===== src/rtl/csc_pkg.sv =====
// Shared types, constants and classification functions for the color sorter controller.
// Depends on nothing; csc_front, csc_back and the top level use it by scoped names.
`timescale 1ns / 1ps
`default_nettype none

package csc_pkg;

	localparam int unsigned WidthW   = 14;
	localparam int unsigned DelayW   = 13;
	localparam int unsigned HoldCfgW = 10;
	localparam int unsigned HoldW    = 11;
	localparam int unsigned CountW   = 16;
	localparam int unsigned AddrW    = 4;
	localparam int unsigned DataW    = 32;

	localparam int unsigned MID_DEPTH_DEFAULT = 2;
	localparam int unsigned OUT_DEPTH_DEFAULT = 2;

	localparam logic [1:0] REG_RED_DELAY    = 2'd0;
	localparam logic [1:0] REG_YELLOW_DELAY = 2'd1;
	localparam logic [1:0] REG_SERVO_HOLD   = 2'd2;

	localparam logic [DelayW-1:0]   RED_DELAY_RESET    = 13'd1000;
	localparam logic [DelayW-1:0]   YELLOW_DELAY_RESET = 13'd4000;
	localparam logic [HoldCfgW-1:0] SERVO_HOLD_RESET   = 10'd400;

	localparam logic [WidthW-1:0] TIMEOUT_WIDTH = 14'd9999;
	localparam logic [DelayW-1:0] ELAPSED_MAX   = 13'd8191;
	localparam logic [HoldW-1:0]  HOLD_MAX      = 11'd2047;

	localparam logic [WidthW-1:0] RED_R_LO    = 14'd10;
	localparam logic [WidthW-1:0] RED_R_HI    = 14'd47;
	localparam logic [WidthW-1:0] RED_G_LO    = 14'd50;
	localparam logic [WidthW-1:0] RED_B_LO    = 14'd30;
	localparam logic [WidthW-1:0] BLUE_B_HI   = 14'd100;
	localparam logic [WidthW-1:0] BLUE_R_LO   = 14'd110;
	localparam logic [WidthW-1:0] BLUE_G_LO   = 14'd90;
	localparam logic [WidthW-1:0] YEL_R_MAX   = 14'd12;
	localparam logic [WidthW-1:0] YEL_G_HI    = 14'd55;
	localparam logic [WidthW-1:0] YEL_B_HI    = 14'd40;

	typedef enum logic [1:0] {
		COLOR_NONE   = 2'd0,
		COLOR_RED    = 2'd1,
		COLOR_BLUE   = 2'd2,
		COLOR_YELLOW = 2'd3
	} color_t;

	typedef struct packed {
		logic [DelayW-1:0]   red_delay;
		logic [DelayW-1:0]   yellow_delay;
		logic [HoldCfgW-1:0] servo_hold;
	} cfg_t;

	typedef struct packed {
		color_t sample_color;
		logic   sensor_one;
		logic   sensor_two;
		logic   sensor_three;
	} tick_t;

	typedef struct packed {
		logic              push_red;
		logic              push_yellow;
		logic              blue_passed;
		color_t            held_color;
		logic [CountW-1:0] red_total;
		logic [CountW-1:0] yellow_total;
		logic [CountW-1:0] blue_total;
		logic              busy;
	} result_t;

	function automatic logic [WidthW-1:0] fix_width(input logic [WidthW-1:0] w);
		return (w == '0) ? TIMEOUT_WIDTH : w;
	endfunction

	function automatic color_t classify(
		input logic [WidthW-1:0] r,
		input logic [WidthW-1:0] g,
		input logic [WidthW-1:0] b
	);
		color_t c;
		c = COLOR_NONE;
		if (r > RED_R_LO && r < RED_R_HI && g > RED_G_LO && b > RED_B_LO) begin
			c = COLOR_RED;
		end else if (b < BLUE_B_HI && r > BLUE_R_LO && g > BLUE_G_LO) begin
			c = COLOR_BLUE;
		end else if (r <= YEL_R_MAX && g < YEL_G_HI && b < YEL_B_HI) begin
			c = COLOR_YELLOW;
		end
		return c;
	endfunction

endpackage

`default_nettype wire


===== src/rtl/csc_fifo.sv =====
// Small generic register queue with registered storage and occupancy count.
// Depends on nothing; used between front and back and at the result side.
`timescale 1ns / 1ps
`default_nettype none

module csc_fifo #(
	parameter int unsigned WIDTH = 8,
	parameter int unsigned DEPTH = 2
) (
	input  wire logic             clk,
	input  wire logic             arst_n,
	input  wire logic             wr_en,
	input  wire logic [WIDTH-1:0] wr_data,
	output logic                  full,
	input  wire logic             rd_en,
	output logic [WIDTH-1:0]      rd_data,
	output logic                  empty
);

	localparam int unsigned PtrW = (DEPTH > 1) ? $clog2(DEPTH) : 1;
	localparam int unsigned CntW = $clog2(DEPTH + 1);

	logic [WIDTH-1:0] mem_q [DEPTH];
	logic [PtrW-1:0]  wr_ptr_q;
	logic [PtrW-1:0]  rd_ptr_q;
	logic [CntW-1:0]  count_q;
	logic             do_wr;
	logic             do_rd;

	assign full    = (count_q == CntW'(DEPTH));
	assign empty   = (count_q == '0);
	assign do_wr   = wr_en && !full;
	assign do_rd   = rd_en && !empty;
	assign rd_data = mem_q[rd_ptr_q];

	always_ff @(posedge clk or negedge arst_n) begin
		if (!arst_n) begin
			wr_ptr_q <= '0;
			rd_ptr_q <= '0;
			count_q  <= '0;
		end else begin
			if (do_wr) begin
				wr_ptr_q <= (wr_ptr_q == PtrW'(DEPTH - 1)) ? '0 : wr_ptr_q + 1'b1;
			end
			if (do_rd) begin
				rd_ptr_q <= (rd_ptr_q == PtrW'(DEPTH - 1)) ? '0 : rd_ptr_q + 1'b1;
			end
			if (do_wr && !do_rd) begin
				count_q <= count_q + 1'b1;
			end else if (do_rd && !do_wr) begin
				count_q <= count_q - 1'b1;
			end
		end
	end

	always_ff @(posedge clk) begin
		if (do_wr) begin
			mem_q[wr_ptr_q] <= wr_data;
		end
	end

endmodule

`default_nettype wire


===== src/rtl/csc_front.sv =====
// Front part: cleans up the pulse widths and classifies the color sample of a tick.
// Depends on csc_pkg for the thresholds and the tick record type.
`timescale 1ns / 1ps
`default_nettype none

module csc_front (
	input  wire logic                       color_valid,
	input  wire logic [csc_pkg::WidthW-1:0] red_width,
	input  wire logic [csc_pkg::WidthW-1:0] green_width,
	input  wire logic [csc_pkg::WidthW-1:0] blue_width,
	input  wire logic                       sensor_one_level,
	input  wire logic                       sensor_two_level,
	input  wire logic                       sensor_three_level,
	output csc_pkg::tick_t                  tick
);

	csc_pkg::color_t color;

	always_comb begin
		color = csc_pkg::classify(csc_pkg::fix_width(red_width),
			csc_pkg::fix_width(green_width), csc_pkg::fix_width(blue_width));
		tick.sample_color = color_valid ? color : csc_pkg::COLOR_NONE;
		tick.sensor_one   = sensor_one_level;
		tick.sensor_two   = sensor_two_level;
		tick.sensor_three = sensor_three_level;
	end

endmodule

`default_nettype wire


===== src/rtl/csc_back.sv =====
// Back part: lane timers, latched color, busy window and object counts, one tick per transfer.
// Depends on csc_pkg for the tick, result and configuration types.
`timescale 1ns / 1ps
`default_nettype none

module csc_back (
	input  wire logic             clk,
	input  wire logic             arst_n,
	input  wire csc_pkg::cfg_t    cfg,
	input  wire csc_pkg::tick_t   tick,
	input  wire logic             tick_ready,
	input  wire logic             result_room,
	output logic                  fire,
	output csc_pkg::result_t      result
);

	localparam int unsigned SumW = csc_pkg::HoldW + 2;

	csc_pkg::color_t                  color_q;
	logic                             red_armed_q;
	logic                             yellow_armed_q;
	logic [csc_pkg::DelayW-1:0]       red_elapsed_q;
	logic [csc_pkg::DelayW-1:0]       yellow_elapsed_q;
	logic                             third_prev_q;
	logic [csc_pkg::HoldW-1:0]        hold_q;
	logic [csc_pkg::CountW-1:0]       red_count_q;
	logic [csc_pkg::CountW-1:0]       yellow_count_q;
	logic [csc_pkg::CountW-1:0]       blue_count_q;

	logic                             busy;
	logic [csc_pkg::HoldW-1:0]        hold_dec;
	logic [csc_pkg::DelayW-1:0]       red_e1;
	logic [csc_pkg::DelayW-1:0]       yellow_e1;
	logic [csc_pkg::DelayW-1:0]       red_e2;
	logic [csc_pkg::DelayW-1:0]       yellow_e2;
	csc_pkg::color_t                  color1;
	csc_pkg::color_t                  color2;
	csc_pkg::color_t                  color3;
	csc_pkg::color_t                  color4;
	logic                             red_arm;
	logic                             yellow_arm;
	logic                             red_armed1;
	logic                             yellow_armed1;
	logic                             push_r;
	logic                             push_y;
	logic                             blue_hit;
	logic [SumW-1:0]                  hold_sum;
	logic [csc_pkg::HoldW-1:0]        hold_next;
	logic [csc_pkg::CountW-1:0]       red_count_n;
	logic [csc_pkg::CountW-1:0]       yellow_count_n;
	logic [csc_pkg::CountW-1:0]       blue_count_n;

	assign fire = tick_ready && result_room;

	always_comb begin
		busy     = (hold_q != '0);
		hold_dec = busy ? hold_q - 1'b1 : hold_q;

		red_e1 = red_elapsed_q;
		if (red_armed_q && red_elapsed_q != csc_pkg::ELAPSED_MAX) begin
			red_e1 = red_elapsed_q + 1'b1;
		end
		yellow_e1 = yellow_elapsed_q;
		if (yellow_armed_q && yellow_elapsed_q != csc_pkg::ELAPSED_MAX) begin
			yellow_e1 = yellow_elapsed_q + 1'b1;
		end

		color1 = color_q;
		if (!busy && tick.sample_color != csc_pkg::COLOR_NONE) begin
			color1 = tick.sample_color;
		end

		red_arm    = !busy && !tick.sensor_one && !red_armed_q
			&& color1 == csc_pkg::COLOR_RED;
		red_armed1 = red_armed_q || red_arm;
		red_e2     = red_arm ? '0 : red_e1;
		push_r     = red_armed1 && (red_e2 >= cfg.red_delay);
		color2     = push_r ? csc_pkg::COLOR_NONE : color1;

		yellow_arm    = !busy && !tick.sensor_two && !yellow_armed_q
			&& color2 == csc_pkg::COLOR_YELLOW;
		yellow_armed1 = yellow_armed_q || yellow_arm;
		yellow_e2     = yellow_arm ? '0 : yellow_e1;
		push_y        = yellow_armed1 && (yellow_e2 >= cfg.yellow_delay);
		color3        = push_y ? csc_pkg::COLOR_NONE : color2;

		blue_hit = !busy && third_prev_q && !tick.sensor_three
			&& color3 == csc_pkg::COLOR_BLUE;
		color4   = blue_hit ? csc_pkg::COLOR_NONE : color3;

		hold_sum = SumW'(hold_dec)
			+ (push_r ? SumW'(cfg.servo_hold) : '0)
			+ (push_y ? SumW'(cfg.servo_hold) : '0);
		hold_next = (hold_sum > SumW'(csc_pkg::HOLD_MAX)) ? csc_pkg::HOLD_MAX
			: hold_sum[csc_pkg::HoldW-1:0];

		red_count_n    = push_r ? red_count_q + 1'b1 : red_count_q;
		yellow_count_n = push_y ? yellow_count_q + 1'b1 : yellow_count_q;
		blue_count_n   = blue_hit ? blue_count_q + 1'b1 : blue_count_q;

		result.push_red     = push_r;
		result.push_yellow  = push_y;
		result.blue_passed  = blue_hit;
		result.held_color   = color4;
		result.red_total    = red_count_n;
		result.yellow_total = yellow_count_n;
		result.blue_total   = blue_count_n;
		result.busy         = busy;
	end

	always_ff @(posedge clk or negedge arst_n) begin
		if (!arst_n) begin
			color_q          <= csc_pkg::COLOR_NONE;
			red_armed_q      <= 1'b0;
			yellow_armed_q   <= 1'b0;
			red_elapsed_q    <= '0;
			yellow_elapsed_q <= '0;
			third_prev_q     <= 1'b1;
			hold_q           <= '0;
			red_count_q      <= '0;
			yellow_count_q   <= '0;
			blue_count_q     <= '0;
		end else if (fire) begin
			color_q          <= color4;
			red_armed_q      <= red_armed1 && !push_r;
			yellow_armed_q   <= yellow_armed1 && !push_y;
			red_elapsed_q    <= red_e2;
			yellow_elapsed_q <= yellow_e2;
			third_prev_q     <= busy ? third_prev_q : tick.sensor_three;
			hold_q           <= hold_next;
			red_count_q      <= red_count_n;
			yellow_count_q   <= yellow_count_n;
			blue_count_q     <= blue_count_n;
		end
	end

endmodule

`default_nettype wire


===== src/rtl/color_sorter_controller_top.sv =====
// Top level of the color sorter controller: configuration registers, front, queues and back.
// Depends on csc_pkg, csc_fifo, csc_front and csc_back.
`timescale 1ns / 1ps
`default_nettype none

// One input transfer is one millisecond tick, and each tick yields exactly one result.
// The block takes one tick per clock while full is low and gives one result per clock
// when pop is held high. An accepted tick is classified combinationally and written into
// the middle queue. The back part updates its timers and counts from it when it leaves
// that queue while the output queue has room, and writes its result into the output
// queue, from which it can be popped. The per-tick state update in the back part sets
// the rate. The registers red_delay_ticks, yellow_delay_ticks and servo_hold_ticks lie at
// byte addresses 0, 4 and 8, and should be written only while both queues are empty.
module color_sorter_controller_top #(
	parameter int unsigned MID_DEPTH = csc_pkg::MID_DEPTH_DEFAULT,
	parameter int unsigned OUT_DEPTH = csc_pkg::OUT_DEPTH_DEFAULT
) (
	input  wire logic                       clk,
	input  wire logic                       arst_n,
	input  wire logic                       psel,
	input  wire logic                       penable,
	input  wire logic                       pwrite,
	input  wire logic [csc_pkg::AddrW-1:0]  paddr,
	input  wire logic [csc_pkg::DataW-1:0]  pwdata,
	output logic [csc_pkg::DataW-1:0]       prdata,
	output logic                            pready,
	input  wire logic                       push,
	output logic                            full,
	input  wire logic                       color_valid,
	input  wire logic [csc_pkg::WidthW-1:0] red_width,
	input  wire logic [csc_pkg::WidthW-1:0] green_width,
	input  wire logic [csc_pkg::WidthW-1:0] blue_width,
	input  wire logic                       sensor_one_level,
	input  wire logic                       sensor_two_level,
	input  wire logic                       sensor_three_level,
	input  wire logic                       pop,
	output logic                            empty,
	output logic                            push_red,
	output logic                            push_yellow,
	output logic                            blue_passed,
	output logic [1:0]                      held_color,
	output logic [csc_pkg::CountW-1:0]      red_total,
	output logic [csc_pkg::CountW-1:0]      yellow_total,
	output logic [csc_pkg::CountW-1:0]      blue_total,
	output logic                            busy_res
);

	csc_pkg::cfg_t    cfg_q;
	csc_pkg::tick_t   front_tick;
	csc_pkg::tick_t   back_tick;
	csc_pkg::result_t back_result;
	csc_pkg::result_t out_result;
	logic             mid_empty;
	logic             out_full;
	logic             back_fire;
	logic             cfg_wr;
	logic [1:0]       reg_idx;

	assign pready  = 1'b1;
	assign reg_idx = paddr[3:2];
	assign cfg_wr  = psel && penable && pwrite && pready;

	always_ff @(posedge clk or negedge arst_n) begin
		if (!arst_n) begin
			cfg_q.red_delay    <= csc_pkg::RED_DELAY_RESET;
			cfg_q.yellow_delay <= csc_pkg::YELLOW_DELAY_RESET;
			cfg_q.servo_hold   <= csc_pkg::SERVO_HOLD_RESET;
		end else if (cfg_wr) begin
			unique case (reg_idx)
				csc_pkg::REG_RED_DELAY: begin
					cfg_q.red_delay <= pwdata[csc_pkg::DelayW-1:0];
				end
				csc_pkg::REG_YELLOW_DELAY: begin
					cfg_q.yellow_delay <= pwdata[csc_pkg::DelayW-1:0];
				end
				csc_pkg::REG_SERVO_HOLD: begin
					cfg_q.servo_hold <= pwdata[csc_pkg::HoldCfgW-1:0];
				end
				default: begin
				end
			endcase
		end
	end

	always_comb begin
		unique case (reg_idx)
			csc_pkg::REG_RED_DELAY:    prdata = csc_pkg::DataW'(cfg_q.red_delay);
			csc_pkg::REG_YELLOW_DELAY: prdata = csc_pkg::DataW'(cfg_q.yellow_delay);
			csc_pkg::REG_SERVO_HOLD:   prdata = csc_pkg::DataW'(cfg_q.servo_hold);
			default:                   prdata = '0;
		endcase
	end

	csc_front u_front (
		.color_valid        (color_valid),
		.red_width          (red_width),
		.green_width        (green_width),
		.blue_width         (blue_width),
		.sensor_one_level   (sensor_one_level),
		.sensor_two_level   (sensor_two_level),
		.sensor_three_level (sensor_three_level),
		.tick               (front_tick)
	);

	csc_fifo #(
		.WIDTH ($bits(csc_pkg::tick_t)),
		.DEPTH (MID_DEPTH)
	) u_mid_fifo (
		.clk     (clk),
		.arst_n  (arst_n),
		.wr_en   (push),
		.wr_data (front_tick),
		.full    (full),
		.rd_en   (back_fire),
		.rd_data (back_tick),
		.empty   (mid_empty)
	);

	csc_back u_back (
		.clk         (clk),
		.arst_n      (arst_n),
		.cfg         (cfg_q),
		.tick        (back_tick),
		.tick_ready  (!mid_empty),
		.result_room (!out_full),
		.fire        (back_fire),
		.result      (back_result)
	);

	csc_fifo #(
		.WIDTH ($bits(csc_pkg::result_t)),
		.DEPTH (OUT_DEPTH)
	) u_out_fifo (
		.clk     (clk),
		.arst_n  (arst_n),
		.wr_en   (back_fire),
		.wr_data (back_result),
		.full    (out_full),
		.rd_en   (pop),
		.rd_data (out_result),
		.empty   (empty)
	);

	assign push_red     = out_result.push_red;
	assign push_yellow  = out_result.push_yellow;
	assign blue_passed  = out_result.blue_passed;
	assign held_color   = out_result.held_color;
	assign red_total    = out_result.red_total;
	assign yellow_total = out_result.yellow_total;
	assign blue_total   = out_result.blue_total;
	assign busy_res     = out_result.busy;

endmodule

`default_nettype wire

===== config.mk =====
export PLATFORM = sky130hd
export DESIGN_NAME = color_sorter_controller_top
export DESIGN_NICKNAME = d
export VERILOG_FILES = /design/src/rtl/csc_pkg.sv /design/src/rtl/csc_fifo.sv /design/src/rtl/csc_front.sv /design/src/rtl/csc_back.sv /design/src/rtl/color_sorter_controller_top.sv
export SDC_FILE = /design/constraint.sdc
export NUM_CORES = 1
export LEC_CHECK = 0
export BUFFER_PORTS_ARGS = -buffer_cell sky130_fd_sc_hd__buf_2
export CAP_MARGIN = 40
export CORE_MARGIN = 3
export CORE_UTILIZATION = 35
export CTS_CLUSTER_SIZE = 8
export DETAILED_ROUTE_END_ITERATION = 6
export PLACE_DENSITY_LB_ADDON = 0.3
export SYNTH_ARGS = -nofsm -noshare
export SYNTH_HDL_FRONTEND = slang
export SYNTH_SLANG_ARGS = --single-unit

===== constraint.sdc =====
create_clock -name clk -period 12.6 [get_ports clk]
set_input_delay 1.26 -clock clk [delete_from_list [all_inputs] [get_ports clk]]
set_output_delay 1.26 -clock clk [all_outputs]
set_load 0.01 [all_outputs]

# Word-level counts from Yosys, hierarchy flattened
# Memories as Yosys holds them, arrays and structs flattened.
# Cells that the tools add are included.
dict set report totals {
  latchBits 0
  in_bits 89
  wordCells 161
  mem_bits_ro 0
  ramBits 118
  register_bits 134
  mem_count 2
}
# name words width read_ports rd_clocked_by_memory_dff write_ports line
set memory_table {}
lappend memory_table {u_out_fifo.mem_q 2 54 1 0 1 csc_fifo.sv:23} ;# logic [WIDTH-1:0] mem_q [DEPTH];
lappend memory_table {u_mid_fifo.mem_q 2 5 1 0 1 csc_fifo.sv:23}
dict set report classes {
  add_sub_neg 16
  shifts 0
  n_lt_le_gt_ge 13
  eq_ne 9
  n_div 0
  n_mux 35
  bitwise 1
  multipliers 0
  n_reduce_logical 66
}
# operator n
set op_table {}
lappend op_table {{two-way mux 13 bit} 4}
lappend op_table {{adder 16 x 1 -> 16 bit, second input constant} 3}
lappend op_table {{two-way mux 16 bit} 3}
lappend op_table {{zero test 14 bit} 3}
lappend op_table {{< comparator 14 x 6 -> 1 bit, second input constant} 3}
lappend op_table {{two-way mux 14 bit} 3}
lappend op_table {{case mux 13 bit (3 select lines)} 1}
lappend op_table {{logical AND 1 bit} 34}
lappend op_table {{> comparator 14 x 7 -> 1 bit, second input constant} 2}
lappend op_table {{adder 13 x 1 -> 13 bit, second input constant} 2}
lappend op_table {{greater-or-equal comparator 13 bit} 2}
lappend op_table {{inequality test 13 bit, second input constant} 2}
lappend op_table {{two-way mux 2 bit} 12}
lappend op_table {{two-way mux 11 bit} 2}
lappend op_table {{two-way mux 10 bit} 2}
lappend op_table {{zero test 1 bit} 16}
lappend op_table {{> comparator 14 x 4 -> 1 bit, second input constant} 1}
lappend op_table {{> comparator 14 x 5 -> 1 bit, second input constant} 1}
lappend op_table {{> comparator 14 x 6 -> 1 bit, second input constant} 1}
lappend op_table {{<= comparator 14 x 4 -> 1 bit, second input constant} 1}
lappend op_table {{< comparator 14 x 7 -> 1 bit, second input constant} 1}
lappend op_table {{adder 11 x 13 -> 13 bit} 1}
lappend op_table {{adder 13 bit} 1}
lappend op_table {{> comparator 13 x 11 -> 1 bit, second input constant} 1}
lappend op_table {{13 further kinds} 38}

# Longest topological paths before layout
# Gate-level depths: netlist of run 1.
dict set report depth {
  depth_word 19
  ltp_mapped 40
  ltp_nobuf 32
}

# Cells and area by module
# From an unflattened synthesis of run 1, not the netlist that was laid out.
dict set report unflattened {
  cells_unflattened 1261
  area_unflattened_um2 14372.5
}
# module area_each_um2 cells_per_inst n_inst seq_area_each_um2
set by_module_without_submodules {}
lappend by_module_without_submodules {csc_back 7239.4 835 1 2253.4}
lappend by_module_without_submodules {{csc_fifo at u_out_fifo} 4342.9 187 1 3343.2}
lappend by_module_without_submodules {color_sorter_controller_top 1841.8 145 1 919.6}
lappend by_module_without_submodules {{csc_fifo at u_mid_fifo} 560.5 35 1 400.4}
lappend by_module_without_submodules {csc_front 387.9 59 1 0.0}

# Least setup slack after synthesis of run 1
# OpenSTA, ideal clock, no wires.
dict set report synth_timing {
  kind {register to register}
  from {register u_back.hold_q[0] (netlist bit)}
  to {register u_back.hold_q[2] (netlist bit)}
  n_path_buf 9
  path_slack_ps 3268
  setup_ps 121
  t_required_ps 12479
  arrival_time_ps 9211
  period_less_slack_ps 9332
  path_stages_with_launch 41
  path_cell_list {dfrtp_1 > inv_1 > ha_1 > nor3b_2 > and3_1 > buf_4 > inv_4 > nor4b_1 > clkbuf_1 > clkbuf_1 > nor2_1 > ha_1 > a21oi_1 > o21ai_0 > a2111oi_0 > a21oi_1 > a21oi_1 > clkbuf_1 > [5 not listed] > and2_1 > a221o_1 > nor3_1 > a311oi_2 > buf_2 > buf_2 > nand2_1 > fa_1 > inv_1 > ha_1 > and2_1 > o21ai_0 > o21ai_0 > o41ai_1 > o21bai_1 > a211o_1 > clkbuf_1 > o22a_1}
}
# element line
set synth_rtl {}
lappend synth_rtl {{start, declared} csc_back.sv:25} ;# logic [csc_pkg::HoldW-1:0] hold_q;
lappend synth_rtl {{start signal, assigned} csc_back.sv:130} ;# hold_q <= hold_next;

==> metrics.cfg, run 1 <==
[clock_network]
cts_resized = 0
clock_latency_ns = 0.51
numClockSinks = 252
cts_setup_buffers = 0
tritoncts = done
clk_path_buf_depth = 3
cts_root_buffer = clkbuf_16
cts_buffers = 37
clk_pin_slew_ns = 0.06
hold_buffers = 0
cts_max_level = 2

[critical_path]
arrival_ns = 10.04
r2r_end = u_back.hold_q[2]
ff2ff_setup_slack_ns = 2.94
path_delay_family = compound AO/OA/AOI/OAI gates
cp-end-kind = flip-flop
cp_max_fo = 29
worstRegToRegCells = 34
reg2reg_from = u_back.hold_q[0]
cpMaxStageDelayCell = nor4b_2
crit_type = flip-flop to flip-flop
path_common_cell = ha_1
crit_buf_inv = 6
startpoint_type = flip-flop
critical-path-max-stage-delay_ns = 0.66
cp.required_ns = 12.98

[floorplanning]
die-area_um2 = 41910
ioPinCount = 178
start_util_pct = 35.60
rows = 72
coreArea_um2 = 38830
die_h_um = 204.7
die_x_um = 204.7

[global_route]
grt_pass1_wl_mm = 49.98
antenna_found_initial = 1
grt_busiest_layer = met2
first_global_vias = 9640
use_met3_pct = 2.686
grt-ovfl-total = 0
grt_max_degree = 58
grt_usage_pct = 14.70
grtUsageMet1_pct = 19.40
grtUsageMet2_pct = 24.87

[place]
dp_cells = 1875
dp_hpwl_mm = 21.67
port_buffers = 136
place_congestion = 0.8318

[detailed_routing]
first_iter_violations = 428
vias = 9700
detail_route.wl_per_cell_um = 16.05
dr.pass1.iters = 5
ant_nets = 0
drcViolationCount = 0
wl_mm = 31.12
viasPerCell = 5.003

[job]
maxCapViolations = 0

[layout]
multiInputGateArea_um2 = 6382
drive_above_1_share_pct = 22.11
fin_nets = 1541
fin_cells = 1939
ff_latch_area_um2 = 6918
synthToLayoutAreaGrowth_pct = 16.44
num-fill-cells = 3702

[timing]
period_share_pct = 76.69
drv_slew = 0
clock.fmax_ghz = 0.1035
worst_pin_slew_ns = 0.8577
period_minus_slack_ns = 9.663
finalHoldViolations = 0
rsz0062_at_grt = no
finClkSkew_ns = 0.02158
setup-tns-final_ns = 0
relSlewSlack_pct = 42.55
setup_viol = 0

[synth]
syn_inst = 1264
synth_seq_cells = 252
yosys.cell_types.count = 72
yosys_warnings = 0
async_flop_share_pct = 53.17
yosys.area.top_type_share_pct = 25.64
synth_edf_count = 118
yosysTopAreaCell = edfxtp_1
syn-cell-area_um2 = 13820
yosysSeqAreaShare_pct = 50.04
avgSynthCellArea_um2 = 10.94
synth_flop_cell = edfxtp_1
netlist_top_cells_area = edfxtp_1 (26%), dfrtp_1 (21%), mux2_2 (6.9%)

[power]
leakage_nw = 6.677
p_per_area_nw_per_um2 = 196.1
ir_drop_uv = 78.81

[min_path]
hold_path_startpoint = u_back.red_count_q[6]
min_to = u_back.red_count_q[6]
hold_class = flip-flop to flip-flop
whs_path_depth = 1

[run_status]
outcome = finished, final reports clean

-- cell type report --
type	count	area share (%)
Tap cell	518	4.027
Clock buffer	61	6.577
Clock inverter	2	0.08552
Sequential cell	252	42.98
Multi-Input combinational cell	889	39.66
Antenna cell	1	0.01555
Timing Repair Buffer	152	5.115
Inverter	64	1.539
-- cell families after synthesis --
logic type / after synthesis / share of synthesized area [%]
AND/OR/NAND/NOR: 392 / 14.01
flip-flops: 252 / 50.04
AO/OA/AOI/OAI: 180 / 8.591
buffers and inverters: 141 / 4.626
XOR/XNOR: 134 / 8.491
multiplexers: 107 / 8.518
adder cells (fa/ha/maj): 56 / 5.667
other: 2 / 0.05433
-- flip-flops by register name, summed over array words and instances (netlist names), 2 cells and up --
signal and cells:
cfg_q 36, u_back.blue_count_q 16, u_back.color_q 2, u_back.hold_q 11
u_back.red_count_q 16, u_back.red_elapsed_q 13, u_back.yellow_count_q 16, u_back.yellow_elapsed_q 13
u_mid_fifo.count_q 2, u_mid_fifo.mem_q 10, u_out_fifo.count_q 2, u_out_fifo.mem_q 108
-- per-stage QoR --
| stage | power [W] | instance area (um2) | hold WS, ns | setup WS (ns) | util [%] |
|---|---|---|---|---|---|
| 2_1_floorplan | 0.001908 | 13890 | 0.4448 | 3.268 | - |
| 3_3_place_gp | 0.002257 | 14980 | 0.4603 | 2.474 | 38.58 |
| 3_5_place_dp | 0.002276 | 15020 | 0.4636 | 2.888 | 38.68 |
| 4_1_cts | 0.003214 | 16090 | 0.4730 | 2.826 | 41.44 |
| 5_1_grt | 0.003355 | 16090 | 0.5088 | 2.068 | 41.44 |
| 6_report | 0.003155 | 16090 | 0.4697 | 2.937 | 41.45 |
-- cells in the final DEF (no fill, tap or decap), drive strengths merged, types with 56 or more instances in the layout --
master and n:
buf 152, nand2 130, edfxtp 118, dfrtp 118, xnor2 87, mux2 85, nor2 79, inv 64
clkbuf 61, o21ai 56
-- power breakdown --
part | internal [W] | switching, W
registers | 0.00117 | 0.000123
clock network | 0.000568 | 0.000346
logic | 0.000388 | 0.000563
-- worst reg2reg max path: cells and delay by family, from the launching register on --
kind / cells / cell delay (ns)
compound gates: 13 / 3.41
buf+inv: 6 / 1.18
fa+ha+maj: 6 / 1.56
flops: 1 / 0.39
simple gates: 9 / 3.02
-- cells in the mapped netlist, drive strengths merged, types with 4 or more instances --
library cell	number
clkbuf	40
nand2b	6
o22a	7
mux2i	22
or3	7
a211oi	5
o211ai	10
a21o	6
buf	37
o21bai	4
or4	5
nand3	41
nor2	79
and2	7
o21ai	56
nand2	130
a21oi	29
inv	63
and3	19
o41ai	4
o31ai	10
fa	11
ha	45
nand4	32
dfrtp	118
xnor2	87
mux2	85
xor2	47
nor2b	4
a311oi	4
a41oi	4
a31oi	15
nor3	31
edfxtp	118
dfstp	16
nor4	17
-- layer usage --
metal | routed length (um) | part of all wire, %
met5 | 0 | 0
met4 | 652 | 2.1
met3 | 1288 | 4.1
met2 | 14870 | 48
met1 | 14310 | 46
-- worst max path at each step --
stage / from / end / cells past startpoint
3_3_place_gp: u_back.hold_q[0] / u_back.hold_q[8] / 33
2_1_floorplan: u_back.hold_q[0] / u_back.hold_q[2] / 40
5_1_grt: u_back.hold_q[0] / u_back.hold_q[4] / 34
3_5_place_dp: u_back.hold_q[0] / u_back.hold_q[4] / 34
4_1_cts: u_back.hold_q[0] / u_back.hold_q[4] / 34
6_report: u_back.hold_q[0] / u_back.hold_q[2] / 34
(Power assumes the default switching activity.)
==> inputs of run 2 (changes only) <==
==> constraint.sdc (replaced) <==
create_clock -name clk -period 9 [get_ports clk]
set_input_delay 0.9 -clock clk [delete_from_list [all_inputs] [get_ports clk]]
set_output_delay 0.9 -clock clk [all_outputs]
set_load 0.01 [all_outputs]
==> run 2 against run 1 <==
Compared with the run above:
- wire length rose by 0.74%
- sequential power is 40% higher
- cell count increased by 0.52%
- critical path depth fell by 1
- via count down 0.14%
- clock power grew 46%
- critical endpoint is now u_back.hold_q[5]
- first-iteration DRC count up 6.3%
- cell area up 0.73%
==> metrics.cfg, run 2 (synthesis gave the netlist of run 1 again) <==
[detailed_routing]
vias = 9686
ant_nets = 0
drcViolationCount = 0
first_iter_violations = 455
detail_route.wl_per_cell_um = 16.08
viasPerCell = 4.970
dr.pass1.iters = 5
wl_mm = 31.35

[global_route]
grt_usage_pct = 14.91
antenna_found_initial = 3
grt-ovfl-total = 0
first_global_vias = 9689
grt_max_degree = 73
grt_pass1_wl_mm = 50.69

[critical_path]
cp-end-kind = flip-flop
cpMaxStageDelayCell = a211o_1
r2r_end = u_back.hold_q[5]
crit_buf_inv = 6
crit_end = u_back.hold_q[5]
critical-path-max-stage-delay_ns = 0.46
cp.depth = 33
ff2ff_setup_slack_ns = 0.80
path_delay_family = compound AO/OA/AOI/OAI gates
arrival_ns = 8.59
crit_type = flip-flop to flip-flop
crit_start = u_back.hold_q[5]
cp_max_fo = 24
worstRegToRegCells = 33
startpoint_type = flip-flop
reg2reg_from = u_back.hold_q[5]
cp.required_ns = 9.39

[power]
internal_power_w = 0.003008
leakage_nw = 6.732
p_clk_share_pct = 29.8
power_switching_w = 0.001449
p_per_area_nw_per_um2 = 274.9
p_sw_share_pct = 32.52
p_seq_share_pct = 40.3
ir_drop_uv = 121.1
p_comb_share_pct = 29.9
total_power_w = 0.004457

[layout]
largest_register = u_out_fifo.mem_q
fin_nets = 1546
top_regs = u_out_fifo.mem_q: 108 flops, cfg_q: 36 flops
multiInputGateArea_um2 = 6404
largest_reg_flops = 108
final_cell_mix = buf_2 (135), nand2_1 (130), edfxtp_1 (118), dfrtp_1 (117), xnor2_1 (87)
final_core_util_pct = 41.75
layout_commonest_cell = buf_2
synthToLayoutAreaGrowth_pct = 17.29
drive_above_1_share_pct = 22.53
ff_latch_area_um2 = 6918
num-fill-cells = 3686

[timing]
setup_viol = 0
drv_slew = 0
fin_hold_ws_ns = 0.4175
relSlewSlack_pct = 41.81
finalHoldViolations = 0
setup-tns-final_ns = 0
finClkSkew_ns = 0.02580
clock.fmax_ghz = 0.1220
period_minus_slack_ns = 8.195
worst_pin_slew_ns = 0.8710
rsz0062_at_grt = no
period_share_pct = 91.06

[clock_network]
hold_buffers = 0
cts_root_buffer = clkbuf_16
tritoncts = done
cts_max_level = 2
cts_buffers = 37
numClockSinks = 252
cts_setup_buffers = 0
cts_resized = 0
clock_latency_ns = 0.52
clk_pin_slew_ns = 0.05
clk_path_buf_depth = 3

[floorplanning]
ioPinCount = 178
coreArea_um2 = 38830
rows = 72
die-area_um2 = 41910
die_h_um = 204.7
start_util_pct = 35.60
die_x_um = 204.7

[run_status]
outcome = finished, final reports clean

[min_path]
hold_class = input port to async pin

[place]
dp_hpwl_mm = 21.67
place_congestion = 0.7725
port_buffers = 136

[job]
maxCapViolations = 0

-- run 2: changes by cell type in the layout (fill, tap and decap cells not counted), sizes merged --
cell / change
buf: +5
bufinv: +1
clkbuf: +4
clkinv: -1
diode: +1
-- run 2: power by group through the flow --
stage                     logic [W]  registers (W)  clock network [W]
after floorplan            0.000913        0.00176                  0
after global placement      0.00135        0.00180                  0
after detailed placement    0.00136        0.00182                  0
after CTS                   0.00137        0.00180            0.00137
after global routing        0.00148        0.00184            0.00142
final                       0.00133        0.00180            0.00133
-- run 2: layout make-up --
cell class	count	share of cell area (%)
multi-input combinational	889	39.50
tap	518	3.998
antenna	2	0.03087
timing repair buffer	157	5.410
inverter	64	1.528
clock buffer	65	6.622
clock inverter	2	0.2393
sequential	252	42.67
-- run 2: worst min path at each step --
stage / endpoint / slack [ns] / start / cells past startpoint
after floorplan: u_back.red_count_q[6] / 0.44 / u_back.red_count_q[6] / 1
after global placement: u_back.red_count_q[6] / 0.46 / u_back.red_count_q[6] / 1
after detailed placement: u_back.red_count_q[6] / 0.47 / u_back.red_count_q[6] / 1
after CTS: u_back.yellow_count_q[12] / 0.43 / arst_n / 1
after global routing: u_back.yellow_count_q[10] / 0.46 / arst_n / 1
final: u_back.yellow_count_q[12] / 0.42 / arst_n / 1
-- run 2: worst register-to-register path: cells and delay by family, from the launching register on --
family	cells	cell delay, ns
compound gates	13	2.84
fa+ha+maj	4	1.26
buf+inv	6	1.06
flops	1	0.44
simple gates	10	2.48
-- run 2: metrics by stage --
stage | worst slack (ns) | std cells | area, um2
floorplan | 0.03464 | 1282 | 13910
global placement | 0.7101 | 1879 | 15070
detailed placement | 0.8363 | 1880 | 15090
CTS | 0.7906 | 1947 | 16210
global route | 0.1748 | 1947 | 16210
finish | 0.8048 | 1949 | 16210
-- run 2: metal layers --
metal	up-vias	wire [um]	global-route usage, %
li1	4771	-	-
met1	4684	14210	19.62
met2	178	14860	24.71
met3	49	1582	3.337
met4	4	671	4.301
met5	-	26	0
==> inputs of run 3 (changes only) <==
--- a/config.mk
+++ b/config.mk
@@ -5,6 +5,7 @@
 export SDC_FILE = /design/constraint.sdc
 export NUM_CORES = 1
 export LEC_CHECK = 0
+export ABC_AREA = 1
 export BUFFER_PORTS_ARGS = -buffer_cell sky130_fd_sc_hd__buf_2
 export CAP_MARGIN = 40
 export CORE_MARGIN = 3
==> run 3 against run 2 <==
Compared with the run above:
- die area is 3.1% higher
- cell area up 2.3%
- maximum frequency increased by 1.5%
- worst hold slack got worse by 0.052 ns
- non-clock buffer count down 8
- cell count rose by 23%
==> metrics.cfg, run 3 <==
[detailed_routing]
ant_nets = 0
viasPerCell = 4.788
dr.pass1.iters = 5
wl_mm = 34.62
drcViolationCount = 0
detail_route.wl_per_cell_um = 14.48
first_iter_violations = 781
vias = 11449

[global_route]
first_global_vias = 11305
grt-ovfl-total = 0
grt_pass1_wl_mm = 57.46
grt_usage_pct = 15.92
grt_max_degree = 84
antenna_found_initial = 0

[synth]
netlist_top_cells_area = edfxtp_1 (25%), dfrtp_1 (21%), nand2_1 (14%)
syn_inst = 1700
synth.most_common_cell = nand2_1
synth_common_cells = nand2_1 (538), inv_1 (215), dfrtp_1 (118), edfxtp_1 (118), o21ai_0 (112)
yosysSeqAreaShare_pct = 48.49
yosys.area.top_type_share_pct = 24.84
avgSynthCellArea_um2 = 8.390
synth_seq_cells = 252
async_flop_share_pct = 53.17
synth_flop_cell = edfxtp_1
yosysTopAreaCell = edfxtp_1
syn-cell-area_um2 = 14260
yosys_warnings = 0
yosys.cell_types.count = 58
synth_edf_count = 118

[layout]
multiInputGateArea_um2 = 6236
top_regs = u_out_fifo.mem_q: 108 flops, cfg_q: 36 flops
fin_nets = 1982
layout_commonest_cell = nand2_1
largest_register = u_out_fifo.mem_q
final_core_util_pct = 41.46
final_cell_mix = nand2_1 (538), inv_1 (215), buf_2 (135), edfxtp_1 (118), dfrtp_1 (117)
largest_reg_flops = 108
synthToLayoutAreaGrowth_pct = 16.30
drive_above_1_share_pct = 13.56
num-fill-cells = 4052
diodes = 0
ff_latch_area_um2 = 6918

[critical_path]
arrival_ns = 8.46
path_delay_family = simple AND/OR/NAND/NOR gates
crit_type = flip-flop to flip-flop
cp.depth = 44
worstRegToRegCells = 44
crit_buf_inv = 4
path_common_cell = nand2_1
critical-path-max-stage-delay_ns = 0.54
cp_max_fo = 12
cpMaxStageDelayCell = fa_1
cp.required_ns = 9.38
cp-end-kind = flip-flop
startpoint_type = flip-flop

[clock_network]
cts_buffers = 37
tritoncts = done
hold_buffers = 0
numClockSinks = 252
clk_pin_slew_ns = 0.06
cts_max_level = 2
cts_root_buffer = clkbuf_16
clk_path_buf_depth = 3
clock_latency_ns = 0.53

[timing]
worst_pin_slew_ns = 0.8631
clock.fmax_ghz = 0.1238
setup_viol = 0
setup-tns-final_ns = 0
finClkSkew_ns = 0.01413
rsz0062_at_grt = no
period_minus_slack_ns = 8.078
fin_hold_ws_ns = 0.3654
finalHoldViolations = 0
relSlewSlack_pct = 42.46
period_share_pct = 89.75
drv_slew = 0

[power]
p_per_area_nw_per_um2 = 272.3
total_power_w = 0.004518
leakage_nw = 7.714
ir_drop_uv = 140.6

[place]
port_buffers = 136
place_congestion = 0.8339
dp_hpwl_mm = 24.06

[floorplanning]
coreArea_um2 = 40010
die-area_um2 = 43210
die_h_um = 207.9
ioPinCount = 178
rows = 73
start_util_pct = 35.65
die_x_um = 207.9

[min_path]
hold_class = input port to async pin

[job]
maxCapViolations = 0

[run_status]
outcome = finished, final reports clean

==> run 3: timing repair <==
action,4_1_cts,5_1_grt
hold endpoints to repair,0,0
setup endpoints to repair,0,11
setup buffers,0,0
resized for setup,0,1
==> run 3: layer usage <==
| metal | up-vias | GRT usage (%) | routed length (um) |
|---|---|---|---|
| met1 | 5372 | 20.91 | 15610 |
| met3 | 51 | 2.947 | 1777 |
| met2 | 239 | 27.39 | 16580 |
| met4 | 0 | 3.650 | 653 |
| met5 | - | 0 | 0 |
| li1 | 5787 | - | - |
==> run 3: power breakdown <==
group          internal (W)  total (W)  switching, W  leakage [nW]
sequential          0.00158    0.00171      0.000126          2.85
clock              0.000792    0.00130      0.000512         0.521
combinational      0.000444    0.00150       0.00106          4.34
==> run 3: metrics by stage <==
step,setup slack (ns),area (um2),cells
floorplan,1.427,14330,1718
global placement,1.007,15410,2320
detailed placement,0.9475,15490,2323
CTS,0.9060,16580,2391
global route,0.006506,16590,2391
finish,0.9223,16590,2391
==> run 3: worst paths after layout <==
path / startpoint / slack [ns] / end
worst min register to register: cfg_q[33] / 0.48 / cfg_q[33]
max in group asynchronous: arst_n / 7.54 / u_back.third_prev_q
worst max register to register: u_back.red_elapsed_q[0] / 0.92 / u_back.hold_q[5]
worst max-delay path: u_back.red_elapsed_q[0] / 0.92 / u_back.hold_q[5]
worst min-delay path: arst_n / 0.37 / cfg_q[33]
min in group clk: cfg_q[33] / 0.48 / cfg_q[33]
==> run 3: logic make-up (layout without fill, tap and decap cells) <==
| logic type | after synthesis | count (layout) | synth area share [%] |
|---|---|---|---|
| compound gates | 198 | 198 | 7.737 |
| xor+xnor | 64 | 64 | 4.088 |
| fa+ha+maj | 56 | 56 | 5.491 |
| buf+inv | 294 | 442 | 8.509 |
| flops | 252 | 252 | 48.49 |
| other cells | 2 | 20 | 0.05265 |
| simple gates | 834 | 834 | 25.63 |
==> run 3: area by class of cell <==
| class | instances | area share [%] |
|---|---|---|
| sequential | 252 | 41.70 |
| multi-input combinational | 1172 | 37.59 |
| clock buffer | 65 | 6.343 |
| inverter | 225 | 5.106 |
| timing repair buffer | 149 | 5.046 |
| tap | 525 | 3.960 |
| clock inverter | 3 | 0.2489 |
